## config.mk

```make
export PLATFORM = sky130hd
export DESIGN_NAME = multi_turn_encoder_tracker
export DESIGN_NICKNAME = d
export VERILOG_FILES = /design/src/design/mtet_pkg.sv /design/src/design/multi_turn_encoder_tracker.sv
export SDC_FILE = /design/constraint.sdc
export NUM_CORES = 1
export LEC_CHECK = 0
export BUFFER_PORTS_ARGS = -buffer_cell sky130_fd_sc_hd__buf_2
export CELL_PAD_IN_SITES_DETAIL_PLACEMENT = 0
export CELL_PAD_IN_SITES_GLOBAL_PLACEMENT = 1
export CORE_AREA = 2 2 155 157
export CTS_BUF_LIST = sky130_fd_sc_hd__clkbuf_8
export CTS_CLUSTER_SIZE = 8
export DETAILED_ROUTE_END_ITERATION = 10
export DIE_AREA = 0 0 157 159
export HOLD_SLACK_MARGIN = 0.15
export PLACE_DENSITY = 0.85
export SETUP_SLACK_MARGIN = 0.4
export SYNTH_ARGS = -nofsm -noshare
export SYNTH_HDL_FRONTEND = slang
export SYNTH_SLANG_ARGS = --single-unit
```

## constraint.sdc

```tcl
create_clock -name i_clk -period 14.1 [get_ports i_clk]
set_input_delay 4.23 -clock i_clk [delete_from_list [all_inputs] [get_ports i_clk]]
set_output_delay 4.23 -clock i_clk [all_outputs]
set_load 0.005 [all_outputs]
```

## src/design/mtet_pkg.sv

```systemverilog
// Shared widths, field positions and register indexes of the multi-turn encoder tracker.
`timescale 1ns / 1ps

package mtet_pkg;

    // The rotor angle is one full turn wide, so turns and angle concatenate
    // into the total position without a multiplier.
    localparam int ANGLE_W         = 13;
    localparam int COUNTS_PER_TURN = 2 ** ANGLE_W;
    localparam int HALF_TURN       = COUNTS_PER_TURN / 2;
    localparam int TURN_BITS       = 24;
    localparam int DELTA_W         = ANGLE_W + 1;
    localparam int TOTAL_W         = TURN_BITS + ANGLE_W;
    localparam int SAMPLE_W        = 16;
    localparam int COUNT_W         = 8;
    localparam int WINDOW_W        = 8;

    localparam logic [COUNT_W-1:0]  COUNT_MAX      = '1;
    localparam logic [WINDOW_W-1:0] WINDOW_RESET   = 8'd50;

    // Slave-side payload: angle, speed, current, padded to whole bytes.
    localparam int S_ANGLE_LSB   = 0;
    localparam int S_SPEED_LSB   = S_ANGLE_LSB + ANGLE_W;
    localparam int S_CURRENT_LSB = S_SPEED_LSB + SAMPLE_W;
    localparam int S_USED_W      = S_CURRENT_LSB + SAMPLE_W;
    localparam int S_TDATA_W     = ((S_USED_W + 7) / 8) * 8;

    // Master-side payload: angle, delta, turns, total, speed, current.
    localparam int M_ANGLE_LSB   = 0;
    localparam int M_DELTA_LSB   = M_ANGLE_LSB + ANGLE_W;
    localparam int M_TURNS_LSB   = M_DELTA_LSB + DELTA_W;
    localparam int M_TOTAL_LSB   = M_TURNS_LSB + TURN_BITS;
    localparam int M_SPEED_LSB   = M_TOTAL_LSB + TOTAL_W;
    localparam int M_CURRENT_LSB = M_SPEED_LSB + SAMPLE_W;
    localparam int M_USED_W      = M_CURRENT_LSB + SAMPLE_W;
    localparam int M_TDATA_W     = ((M_USED_W + 7) / 8) * 8;

    // Configuration register indexes.
    localparam int CFG_ADDR_W = 1;
    typedef enum logic [CFG_ADDR_W-1:0] {
        CFG_CAPTURE_ENABLE = 1'b0,
        CFG_CAPTURE_WINDOW = 1'b1
    } t_cfg_index;

endpackage

```

## src/design/multi_turn_encoder_tracker.sv

```systemverilog
// Top level of the multi-turn encoder tracker: offset capture, angle unwrap, position.
`timescale 1ns / 1ps

// Usage
// Each transfer on the s_axis channel carries one motor feedback frame (rotor angle,
// speed, current). Each frame yields exactly one transfer on the m_axis channel: the
// angle, the wrap-corrected step, the turn count, the total position and the speed and
// current of the last tracked frame; tuser flags a frame that only captured the offset.
// The first frames after reset (or after capture_enable is written with one) record the
// angle as the zero offset until the saturating frame counter passes capture_window.
// The frame is held in an input register, and all unwrap and position logic sits
// between that register and the result register. One frame can be taken every
// cycle while the receiver takes every result; the path that sets the clock is the
// angle subtract, wrap compare, turn increment and 37-bit position subtract.
// Reset (synchronous, active low) clears both stages, zeroes the tracking state, sets
// capture_window to 50 and arms offset capture.
// When the receiver stalls, the result holds steady; the input register still takes
// one more frame, and s_axis_tready drops only once both stages are full.
// The configuration port is a plain write port; write it only while no frame is in
// flight.
module multi_turn_encoder_tracker
    import mtet_pkg::*;
(
    input  logic                   i_clk,
    input  logic                   i_rst_n,

    input  logic                   i_cfg_we,
    input  logic [CFG_ADDR_W-1:0]  i_cfg_addr,
    input  logic [WINDOW_W-1:0]    i_cfg_wdata,

    input  logic                   s_axis_tvalid,
    output logic                   s_axis_tready,
    // Fields from bit 0: angle_raw, speed_raw, current_raw, zero padding.
    input  logic [S_TDATA_W-1:0]   s_axis_tdata,

    output logic                   m_axis_tvalid,
    input  logic                   m_axis_tready,
    // Fields from bit 0: angle_now, step_delta, turns, total_position, speed_out,
    // current_out.
    output logic [M_TDATA_W-1:0]   m_axis_tdata,
    // Fields from bit 0: capturing.
    output logic                   m_axis_tuser
);

    localparam logic signed [DELTA_W-1:0] HALF_POS = DELTA_W'(HALF_TURN);
    localparam logic signed [DELTA_W-1:0] HALF_NEG = -DELTA_W'(HALF_TURN);
    localparam logic [DELTA_W-1:0]        TURN_D   = DELTA_W'(COUNTS_PER_TURN);

    // Input stage.
    logic                 r_in_valid;
    logic [ANGLE_W-1:0]   r_angle;
    logic [SAMPLE_W-1:0]  r_speed;
    logic [SAMPLE_W-1:0]  r_current;

    // Tracking state. The held delta, speed, current and turn count double as the
    // result register fields, since they change only when a new result is loaded.
    logic [WINDOW_W-1:0]  r_capture_window;
    logic [COUNT_W-1:0]   r_frame_count;
    logic                 r_capture_active;
    logic [ANGLE_W-1:0]   r_angle_prev;
    logic [ANGLE_W-1:0]   r_zero_offset;
    logic [TURN_BITS-1:0] r_turn_counter;
    logic [DELTA_W-1:0]   r_delta_held;
    logic [SAMPLE_W-1:0]  r_speed_held;
    logic [SAMPLE_W-1:0]  r_current_held;

    // Result stage.
    logic                 r_out_valid;
    logic                 r_capturing;
    logic [ANGLE_W-1:0]   r_angle_now;
    logic [TOTAL_W-1:0]   r_total;

    logic                 advance;
    logic                 capture_now;
    logic signed [DELTA_W-1:0] diff;
    logic [COUNT_W-1:0]   n_frame_count;
    logic [ANGLE_W-1:0]   n_zero_offset;
    logic [TURN_BITS-1:0] n_turn_counter;
    logic [DELTA_W-1:0]   n_delta_held;
    logic [SAMPLE_W-1:0]  n_speed_held;
    logic [SAMPLE_W-1:0]  n_current_held;
    logic [TOTAL_W-1:0]   n_total;

    // A frame moves from the input register to the result register when the
    // result register is empty or its contents are taken in this cycle.
    assign advance       = r_in_valid && (!r_out_valid || m_axis_tready);
    assign s_axis_tready = !r_in_valid || advance;

    always_comb begin
        n_frame_count = (r_frame_count == COUNT_MAX) ? r_frame_count
                                                     : r_frame_count + COUNT_W'(1);
        // Capture ends once the updated count exceeds the window.
        capture_now = r_capture_active && (n_frame_count <= r_capture_window);

        diff = DELTA_W'({1'b0, r_angle}) - DELTA_W'({1'b0, r_angle_prev});

        n_zero_offset  = r_zero_offset;
        n_turn_counter = r_turn_counter;
        n_delta_held   = r_delta_held;
        n_speed_held   = r_speed_held;
        n_current_held = r_current_held;

        if (capture_now) begin
            n_zero_offset = r_angle;
        end else begin
            n_speed_held   = r_speed;
            n_current_held = r_current;
            if (diff > HALF_POS) begin
                // Forward jump of more than half a turn: wrapped backward.
                n_turn_counter = r_turn_counter - TURN_BITS'(1);
                n_delta_held   = diff - TURN_D;
            end else if (diff < HALF_NEG) begin
                n_turn_counter = r_turn_counter + TURN_BITS'(1);
                n_delta_held   = diff + TURN_D;
            end else begin
                n_delta_held   = diff;
            end
        end

        // turns * COUNTS_PER_TURN + angle is the concatenation of the two.
        n_total = {n_turn_counter, r_angle} - TOTAL_W'(n_zero_offset);
    end

    always_ff @(posedge i_clk) begin
        if (!i_rst_n) begin
            r_in_valid <= 1'b0;
        end else if (s_axis_tready) begin
            r_in_valid <= s_axis_tvalid;
        end
    end

    always_ff @(posedge i_clk) begin
        if (s_axis_tready && s_axis_tvalid) begin
            r_angle   <= s_axis_tdata[S_ANGLE_LSB +: ANGLE_W];
            r_speed   <= s_axis_tdata[S_SPEED_LSB +: SAMPLE_W];
            r_current <= s_axis_tdata[S_CURRENT_LSB +: SAMPLE_W];
        end
    end

    always_ff @(posedge i_clk) begin
        if (!i_rst_n) begin
            r_capture_window <= WINDOW_RESET;
            r_capture_active <= 1'b1;
            r_frame_count    <= '0;
            r_angle_prev     <= '0;
            r_zero_offset    <= '0;
            r_turn_counter   <= '0;
            r_delta_held     <= '0;
            r_speed_held     <= '0;
            r_current_held   <= '0;
        end else begin
            if (i_cfg_we && (t_cfg_index'(i_cfg_addr) == CFG_CAPTURE_WINDOW)) begin
                r_capture_window <= i_cfg_wdata;
            end
            // Writing capture_enable re-arms or cancels capture directly.
            if (i_cfg_we && (t_cfg_index'(i_cfg_addr) == CFG_CAPTURE_ENABLE)) begin
                r_capture_active <= i_cfg_wdata[0];
            end else if (advance) begin
                r_capture_active <= capture_now;
            end
            if (advance) begin
                r_frame_count  <= n_frame_count;
                r_angle_prev   <= r_angle;
                r_zero_offset  <= n_zero_offset;
                r_turn_counter <= n_turn_counter;
                r_delta_held   <= n_delta_held;
                r_speed_held   <= n_speed_held;
                r_current_held <= n_current_held;
            end
        end
    end

    always_ff @(posedge i_clk) begin
        if (!i_rst_n) begin
            r_out_valid <= 1'b0;
        end else if (advance) begin
            r_out_valid <= 1'b1;
        end else if (m_axis_tready) begin
            r_out_valid <= 1'b0;
        end
    end

    always_ff @(posedge i_clk) begin
        if (advance) begin
            r_capturing <= capture_now;
            r_angle_now <= r_angle;
            r_total     <= n_total;
        end
    end

    assign m_axis_tvalid = r_out_valid;
    assign m_axis_tuser  = r_capturing;

    always_comb begin
        m_axis_tdata = '0;
        m_axis_tdata[M_ANGLE_LSB   +: ANGLE_W]   = r_angle_now;
        m_axis_tdata[M_DELTA_LSB   +: DELTA_W]   = r_delta_held;
        m_axis_tdata[M_TURNS_LSB   +: TURN_BITS] = r_turn_counter;
        m_axis_tdata[M_TOTAL_LSB   +: TOTAL_W]   = r_total;
        m_axis_tdata[M_SPEED_LSB   +: SAMPLE_W]  = r_speed_held;
        m_axis_tdata[M_CURRENT_LSB +: SAMPLE_W]  = r_current_held;
    end

endmodule

```

==> results of run 1 <==
## registers in the layout, summed over array words and instances (netlist names), 14 cells and up
register,count
r_total,37
r_turn_counter,24
r_current,16
r_current_held,16
r_speed,16
r_speed_held,16
r_delta_held,14
## layer usage
layer | GRT usage (%) | up-vias | wire, um
met3 | 5.33 | 44 | 1760
met4 | 5.75 | 0 | 487
li1 | - | 4403 | -
met1 | 27.2 | 4118 | 11600
met2 | 33.0 | 240 | 11900
met5 | 0 | - | 0
## area by class of cell
| type | instances | area (um^2) | area share [%] |
|---|---|---|---|
| clock buffer | 45 | 619 | 4.83 |
| clock inverter | 21 | 114 | 0.887 |
| inverter | 41 | 155 | 1.21 |
| multi-input combinational | 828 | 5400 | 42.0 |
| sequential | 211 | 5180 | 40.4 |
| tap | 319 | 399 | 3.11 |
| timing repair buffer | 189 | 966 | 7.53 |
## cell families (layout without fill, tap and decap cells)
| kind of cell | Yosys count | count (layout) | synth area share, % |
|---|---|---|---|
| xor+xnor | 75 | 75 | 5.98 |
| fa+ha+maj | 37 | 37 | 4.35 |
| compound gates | 282 | 282 | 18.8 |
| simple gates | 421 | 421 | 18.7 |
| mux | 13 | 13 | 1.20 |
| flops | 211 | 211 | 47.2 |
| buf+inv | 104 | 296 | 3.79 |
## final timing paths
check	end	slack, ps	depth (start not counted)
worst min-delay path	r_current_held[1]$_SDFFE_PN0P_	460	2
worst max register to register	r_total[35]$_DFFE_PP_	7020	28
worst max-delay path	s_axis_tready	5100	4
worst min register to register	r_current_held[1]$_SDFFE_PN0P_	460	2
## critical path: cells and delay by family
family / cells / cell delay, ps
and+or+nand+nor: 2 / 320
buffers and inverters: 2 / 220
## where the power goes
part | total (mW) | internal (mW) | switching (mW)
combinational | 0.260 | 0.108 | 0.152
sequential | 0.702 | 0.685 | 0.0167
clock | 0.550 | 0.307 | 0.243
## through the flow
| step | utilization (%) | hold slack, ps | power, mW | setup slack (ps) |
|---|---|---|---|---|
| 2_1_floorplan | - | 443 | 0.899 | 5370 |
| 3_3_place_gp | 52.2 | 450 | 0.970 | 5120 |
| 3_5_place_dp | 52.2 | 460 | 0.974 | 5090 |
| 4_1_cts | 55.3 | 469 | 1.53 | 5090 |
| 5_1_grt | 55.3 | 482 | 1.59 | 5020 |
| 6_report | 55.3 | 464 | 1.51 | 5100 |
## cell usage in the layout, fill, tap and decap left out, types with 5 or more instances in the layout
cell | netlist | final
sky130_fd_sc_hd__a21boi_0 | 81 | 81
sky130_fd_sc_hd__a21o_1 | 14 | 14
sky130_fd_sc_hd__a21oi_1 | 37 | 37
sky130_fd_sc_hd__a22oi_1 | 5 | 5
sky130_fd_sc_hd__a31oi_1 | 8 | 8
sky130_fd_sc_hd__a32oi_1 | 5 | 5
sky130_fd_sc_hd__and2_1 | 26 | 25
sky130_fd_sc_hd__and3_1 | 9 | 9
sky130_fd_sc_hd__and4_1 | 5 | 5
sky130_fd_sc_hd__buf_2 | 9 | 181
sky130_fd_sc_hd__buf_4 | 0 | 8
sky130_fd_sc_hd__clkbuf_8 | 0 | 45
sky130_fd_sc_hd__dfxtp_1 | 115 | 115
sky130_fd_sc_hd__edfxtp_1 | 96 | 96
sky130_fd_sc_hd__ha_1 | 35 | 35
sky130_fd_sc_hd__inv_1 | 41 | 53
sky130_fd_sc_hd__mux2i_1 | 12 | 12
sky130_fd_sc_hd__nand2_1 | 201 | 200
sky130_fd_sc_hd__nand2b_1 | 7 | 7
sky130_fd_sc_hd__nand3_1 | 24 | 24
sky130_fd_sc_hd__nand4_1 | 13 | 13
sky130_fd_sc_hd__nor2_1 | 50 | 49
sky130_fd_sc_hd__nor2b_1 | 11 | 11
sky130_fd_sc_hd__nor3_1 | 24 | 24
sky130_fd_sc_hd__nor4_2 | 5 | 5
sky130_fd_sc_hd__o211a_1 | 21 | 21
sky130_fd_sc_hd__o21a_1 | 10 | 10
sky130_fd_sc_hd__o21ai_0 | 44 | 44
sky130_fd_sc_hd__o21ai_1 | 5 | 5
sky130_fd_sc_hd__or3_1 | 18 | 18
sky130_fd_sc_hd__or4_1 | 7 | 7
sky130_fd_sc_hd__xnor2_1 | 49 | 49
sky130_fd_sc_hd__xor2_1 | 26 | 26
==> impl_metrics.py, run 1 <==
metrics = {
    "yosys": {
        "part_of_the_yosys_area_used_for_sequential_elements_pct": 47.2,
        "synth_seq_cells": 211,
        "synth.area.top_cells": "sky130_fd_sc_hd__edfxtp_1, sky130_fd_sc_hd__dfxtp_1, sky130_fd_sc_hd__nand2_1, sky130_fd_sc_hd__a21boi_0, sky130_fd_sc_hd__ha_1",
        "synth_fp_nets": 1242,
        "synthTopCellsByCount": "sky130_fd_sc_hd__nand2_1, sky130_fd_sc_hd__dfxtp_1, sky130_fd_sc_hd__edfxtp_1, sky130_fd_sc_hd__a21boi_0, sky130_fd_sc_hd__nor2_1",
        "post_synth_num_cell_types": 78,
        "warning_count_from_the_yosys_run": 0,
        "synth_cells": 1143,
        "average_cell_area_after_synthesis_um2": 9.61,
        "synth_top_area_share_pct": 26.2,
        "synth-async-reset-ratio_pct": 0,
        "mappedNetlistArea_mm2": 0.0110,
        "synth_edf_count": 96,
        "yosys_most_used_dff": "sky130_fd_sc_hd__dfxtp_1",
        "post-synth-top-area-cell": "sky130_fd_sc_hd__edfxtp_1",
        "synth.most_common_cell": "sky130_fd_sc_hd__nand2_1",
    },
    "sta": {
        "worstMarginPinSlew_ps": 1130,
        "timing.final.setup_violations": 0,
        "finalWorstPathRequiredPeriod_ps": 9000,
        "rsz0062_at_grt": "no",
        "timing.final.hold_violations": 0,
        "period_share_pct": 63.8,
        "clk_skew_ps": 22.7,
        "timing_max_transition_violations_final": 0,
        "slew_headroom_pct": 24.7,
        "totalNegativeSetupSlack_ps": 0,
        "timing.fmax_mhz": 111,
    },
    "critical_path": {
        "reg2reg_from": "r_frame_count[0]$_SDFFE_PN0P_",
        "worstSetupPathType": "in2out",
        "most_frequent_cell_on_critical_path": "sky130_fd_sc_hd__buf_2",
        "cp.required_ps": 9870,
        "path_cells": "buf_2 -> nor2b_1 -> nand2_1 -> buf_2",
        "crit_path_max_fanout": 4,
        "crit_path_start_kind": "input port",
        "arrival_ps": 4770,
        "critPathLaunch": "m_axis_tready",
        "crit_path_end_kind": "primary output",
        "critPathMaxStageDelay_ps": 220,
        "cp_slowest_cell": "sky130_fd_sc_hd__nor2b_1",
    },
    "global_route": {
        "grt_pass1_vias": 8336,
        "grt_start_max_net_pins": 116,
        "number_of_antenna_violations_at_the_first_check_in_global_routing": 0,
        "wire_length_of_the_first_global_routing_pass_um": 41700,
        "sum_of_overflow_across_all_layers_after_global_routing": 0,
        "global_route.usage.total_pct": 20.5,
    },
    "status": {
        "status": "finished clean",
    },
    "die": {
        "floorplan.die_area_mm2": 0.0250,
        "fp.dieW_um": 157,
        "placeableCoreArea_mm2": 0.0232,
        "rows": 56,
        "die_y_um": 159,
        "start_util_pct": 47.4,
        "top_level_ports": 185,
    },
    "power": {
        "peakVddDrop_v": 0.0000749,
        "cellLeakagePower_nw": 5.38,
        "power_density_mw_per_mm2": 118,
    },
    "place": {
        "io_buffers": 181,
        "gp_congestion": 0.831,
        "dpl_cell_area_mm2": 0.0121,
        "hpwl_um": 17700,
        "placed_cells": 1588,
    },
    "cts": {
        "clk_path_buf_depth": 3,
        "worst_skew_pair.late_latency_ps": 530,
        "root_buffer": "sky130_fd_sc_hd__clkbuf_8",
        "ctsHtreeMaxLevel": 2,
        "number_of_setup_buffers_added_after_cts": 0,
        "clkSlewWorstSetupHoldPaths_ps": 60,
        "cts-buffers-inserted": 37,
        "clock_tree_from_tritoncts": "yes",
        "count_of_cells_resized_by_post_cts_repair": 0,
        "clock-sinks": 211,
        "ctsHoldBuffers": 0,
    },
    "detailed_routing": {
        "wirelength_um": 25800,
        "detailedRoute.firstPassIterationCount": 5,
        "drt_first_iter_violations": 552,
        "via_per_inst": 5.32,
        "wire_per_inst_um": 15.6,
        "detail_route.drc_violations": 0,
        "ant_nets": 0,
        "detailroute.via_count": 8805,
    },
    "finish": {
        "finalInstanceArea_mm2": 0.0128,
        "fin_cells": 1654,
        "drive_above_1_share_pct": 20.3,
        "nNetsFinal": 1407,
        "layout.filler_cells": 2142,
        "area.growth.synth_to_final_pct": 16.8,
        "n_antenna_cell": 0,
    },
    "hold_path": {
        "hold_path_startpoint": "r_current_held[1]$_SDFFE_PN0P_",
        "type_of_the_most_critical_hold_path": "reg2reg",
    },
    "flow_run": {
        "max_cap_viol_count": 0,
    },
}
Power figures use the tool's default switching activity.
==> run 2: changes to the inputs <==
- ABC_AREA: default -> 1
- CORE_AREA: 2 2 155 157 -> 2 2 178 180
- DIE_AREA: 0 0 157 159 -> 0 0 180 182
- PLACE_DENSITY: 0.85 -> 0.77
- clock period: 14.1 -> 7.3 ns (I/O delays scaled with it)
==> run 2 against run 1 <==
  * Routed wire length rose by 29%
  * Total power up 140%
  * Combinational power rose to 4.0 times the previous value
  * Sequential share of layout area decreased by 3.1 points
  * Clock skew rose by 19 ps
  * Synthesized cell count up 38%
  * Register-to-register slack got worse by 5300 ps
  * Final area grew 8.2%
  * Die area up 31%
  * First-iteration DRC count increased by 9.8%
  * Critical path type is now reg2reg
  * Critical endpoint is now r_total[33]$_DFFE_PP_
  * Largest cell class unchanged
==> impl_metrics.py, run 2 <==
metrics = {
    "status": {
        "status": "finished clean",
    },
    "yosys": {
        "mappedNetlistArea_mm2": 0.0119,
        "synth_fp_nets": 1672,
        "synth_compound_area_share_pct": 10.1,
        "area_fraction_in_and_or_nand_and_nor_cells_after_synthesis_pct": 27.8,
        "average_cell_area_after_synthesis_um2": 7.58,
        "synth_top_area_share_pct": 24.2,
        "synth_edf_count": 96,
        "synth_seq_cells": 211,
        "yosys_most_used_dff": "sky130_fd_sc_hd__dfxtp_1",
        "synth.area.mux_share_pct": 0.766,
        "post-synth-top-area-cell": "sky130_fd_sc_hd__edfxtp_1",
        "warning_count_from_the_yosys_run": 0,
        "synthTopCellsByCount": "sky130_fd_sc_hd__nand2_1, sky130_fd_sc_hd__inv_1, sky130_fd_sc_hd__nor2_1, sky130_fd_sc_hd__dfxtp_1, sky130_fd_sc_hd__o21ai_0",
        "synth.most_common_cell": "sky130_fd_sc_hd__nand2_1",
        "synth_top_family_by_area": "simple AND/OR/NAND/NOR gates",
        "synth_cells": 1573,
        "synth-async-reset-ratio_pct": 0,
        "post_synth_xor_area_fraction_pct": 5.07,
        "yosys.area_share.adder_pct": 4.01,
        "part_of_the_yosys_area_used_for_sequential_elements_pct": 43.5,
        "post_synth_num_cell_types": 49,
        "synth.area.top_cells": "sky130_fd_sc_hd__edfxtp_1, sky130_fd_sc_hd__dfxtp_1, sky130_fd_sc_hd__nand2_1, sky130_fd_sc_hd__inv_1, sky130_fd_sc_hd__nor2_1",
    },
    "critical_path": {
        "critPathLaunch": "r_frame_count[0]$_SDFFE_PN0P_",
        "crit_family": "simple AND/OR/NAND/NOR gates",
        "crit_path_end_kind": "flip-flop",
        "arrival_ps": 5830,
        "worst-r2r-setup-slack_ps": 1750,
        "regToRegEndpoint": "r_total[33]$_DFFE_PP_",
        "worstSetupPathType": "reg2reg",
        "critPathBufInv": 5,
        "critPathMaxStageDelay_ps": 560,
        "crit_path_start_kind": "flip-flop",
        "crit_path_max_fanout": 34,
        "worstSetupPathDepth": 31,
        "reg2reg_from": "r_frame_count[0]$_SDFFE_PN0P_",
        "cp.required_ps": 7580,
        "r2r_cells": 31,
        "cp_slowest_cell": "sky130_fd_sc_hd__nand2_2",
        "most_frequent_cell_on_critical_path": "sky130_fd_sc_hd__nand2_1",
    },
    "die": {
        "rows": 65,
        "start_util_pct": 38.5,
        "placeableCoreArea_mm2": 0.0310,
        "floorplan.die_area_mm2": 0.0328,
        "die_y_um": 182,
        "fp.dieW_um": 180,
        "top_level_ports": 185,
    },
    "finish": {
        "final_common_cell": "sky130_fd_sc_hd__nand2_1",
        "area.growth.synth_to_final_pct": 16.5,
        "ff_latch_area_mm2": 0.00518,
        "max_ffs_per_register": 37,
        "mostFrequentLayoutCells": "sky130_fd_sc_hd__nand2_1, sky130_fd_sc_hd__inv_1, sky130_fd_sc_hd__buf_2",
        "nNetsFinal": 1835,
        "multi_input_comb_area_mm2": 0.00570,
        "post-route-util_pct": 44.8,
        "registers.top_by_ff_count": "r_total",
        "finalInstanceArea_mm2": 0.0139,
        "largest_registers": "r_total x37, r_turn_counter x24",
        "layout.filler_cells": 3195,
        "n_antenna_cell": 0,
        "drive_above_1_share_pct": 17.1,
    },
    "detailed_routing": {
        "drt_first_iter_violations": 606,
        "ant_nets": 0,
        "via_per_inst": 4.87,
        "detailedRoute.firstPassIterationCount": 5,
        "wirelength_um": 33100,
        "wire_per_inst_um": 15.3,
        "detailroute.via_count": 10561,
        "detail_route.drc_violations": 0,
    },
    "global_route": {
        "number_of_antenna_violations_at_the_first_check_in_global_routing": 2,
        "sum_of_overflow_across_all_layers_after_global_routing": 0,
        "global_route.usage.total_pct": 20.1,
        "grt_start_max_net_pins": 93,
        "grt_pass1_vias": 10313,
        "wire_length_of_the_first_global_routing_pass_um": 53800,
    },
    "place": {
        "hpwl_um": 23900,
        "io_buffers": 181,
        "dpl_cell_area_mm2": 0.0131,
        "gp_congestion": 0.900,
    },
    "sta": {
        "finalHoldWorstSlack_ps": 446,
        "period_share_pct": 76.0,
        "slew_headroom_pct": 31.1,
        "finalWorstPathRequiredPeriod_ps": 5550,
        "timing.fmax_mhz": 180,
        "timing_max_transition_violations_final": 0,
        "timing.final.setup_violations": 0,
        "rsz0062_at_grt": "no",
        "clk_skew_ps": 41.3,
        "worstMarginPinSlew_ps": 1030,
        "timing.final.hold_violations": 0,
        "totalNegativeSetupSlack_ps": 0,
    },
    "cts": {
        "root_buffer": "sky130_fd_sc_hd__clkbuf_8",
        "number_of_setup_buffers_added_after_cts": 0,
        "clkSlewWorstSetupHoldPaths_ps": 60,
        "cts-buffers-inserted": 38,
        "clock_tree_from_tritoncts": "yes",
        "count_of_cells_resized_by_post_cts_repair": 0,
        "ctsHtreeMaxLevel": 2,
        "ctsHoldBuffers": 0,
        "clk_path_buf_depth": 3,
        "worst_skew_pair.late_latency_ps": 550,
        "clock-sinks": 211,
    },
    "flow_run": {
        "max_cap_viol_count": 0,
    },
    "hold_path": {
        "hold-path-endpoint": "r_angle_now[0]$_DFFE_PP_",
        "hold_path_startpoint": "r_angle[0]$_DFFE_PP_",
        "type_of_the_most_critical_hold_path": "reg2reg",
        "hold_depth": 0,
    },
    "power": {
        "cellLeakagePower_nw": 6.80,
        "peakVddDrop_v": 0.000151,
        "post-layout-total-power_mw": 3.60,
        "power_density_mw_per_mm2": 259,
    },
}
run 2: changes by cell type after synthesis, sizes merged, moves of 21 or more:
| cell | previous run | this run |
|---|---|---|
| a21boi | 82 | 1 |
| a21oi | 40 | 80 |
| and2 | 26 | 3 |
| inv | 41 | 198 |
| nand2 | 201 | 407 |
| nand3 | 25 | 108 |
| nor2 | 51 | 193 |
| o211a | 21 | 0 |
| o21ai | 50 | 119 |
| xnor2 | 49 | 8 |
| xor2 | 26 | 61 |
run 2: routing by layer:
metal	wire length (um)	up-vias	global-route usage (%)	part of all wire (%)
met5	24	-	0	0.072
met4	818	4	6.31	2.5
met3	2500	61	5.88	7.5
met2	14700	303	32.9	44
met1	15100	4775	25.7	46
li1	-	5418	-	-
run 2: cell families after synthesis:
kind of cell	count (synthesis)
XOR/XNOR	69
multiplexers	9
AND/OR/NAND/NOR	756
adder cells (fa/ha/maj)	37
AO/OA/AOI/OAI	226
flip-flops	211
buffers and inverters	265
run 2: where the power goes:
part           internal (mW)  total [mW]  switching [mW]
registers               1.36        1.43          0.0647
clock network          0.640        1.14           0.499
logic                  0.346        1.04           0.690
run 2: layout make-up:
| cell class | count | area share (%) |
|---|---|---|
| repair buffers | 189 | 7.04 |
| inverters | 199 | 5.39 |
| well taps | 402 | 3.62 |
| clock inverters | 27 | 1.44 |
| flip-flops and latches | 211 | 37.3 |
| clock buffers | 42 | 4.16 |
| multi-input cells | 1097 | 41.0 |
run 2: through the flow:
step	cells	setup slack (ps)
final	2167	1750
after global routing	2167	967
after CTS	2167	1710
after floorplan	1573	2270
after global placement	2098	1850
after detailed placement	2098	1790
run 2: how the worst max path moves through the flow:
stage | slack [ps] | to
final | 1750 | r_total[33]$_DFFE_PP_
after global routing | 970 | r_total[33]$_DFFE_PP_
after floorplan | 2270 | r_total[33]$_DFFE_PP_
after global placement | 1850 | r_total[33]$_DFFE_PP_
after CTS | 1710 | r_total[33]$_DFFE_PP_
after detailed placement | 1790 | r_total[33]$_DFFE_PP_
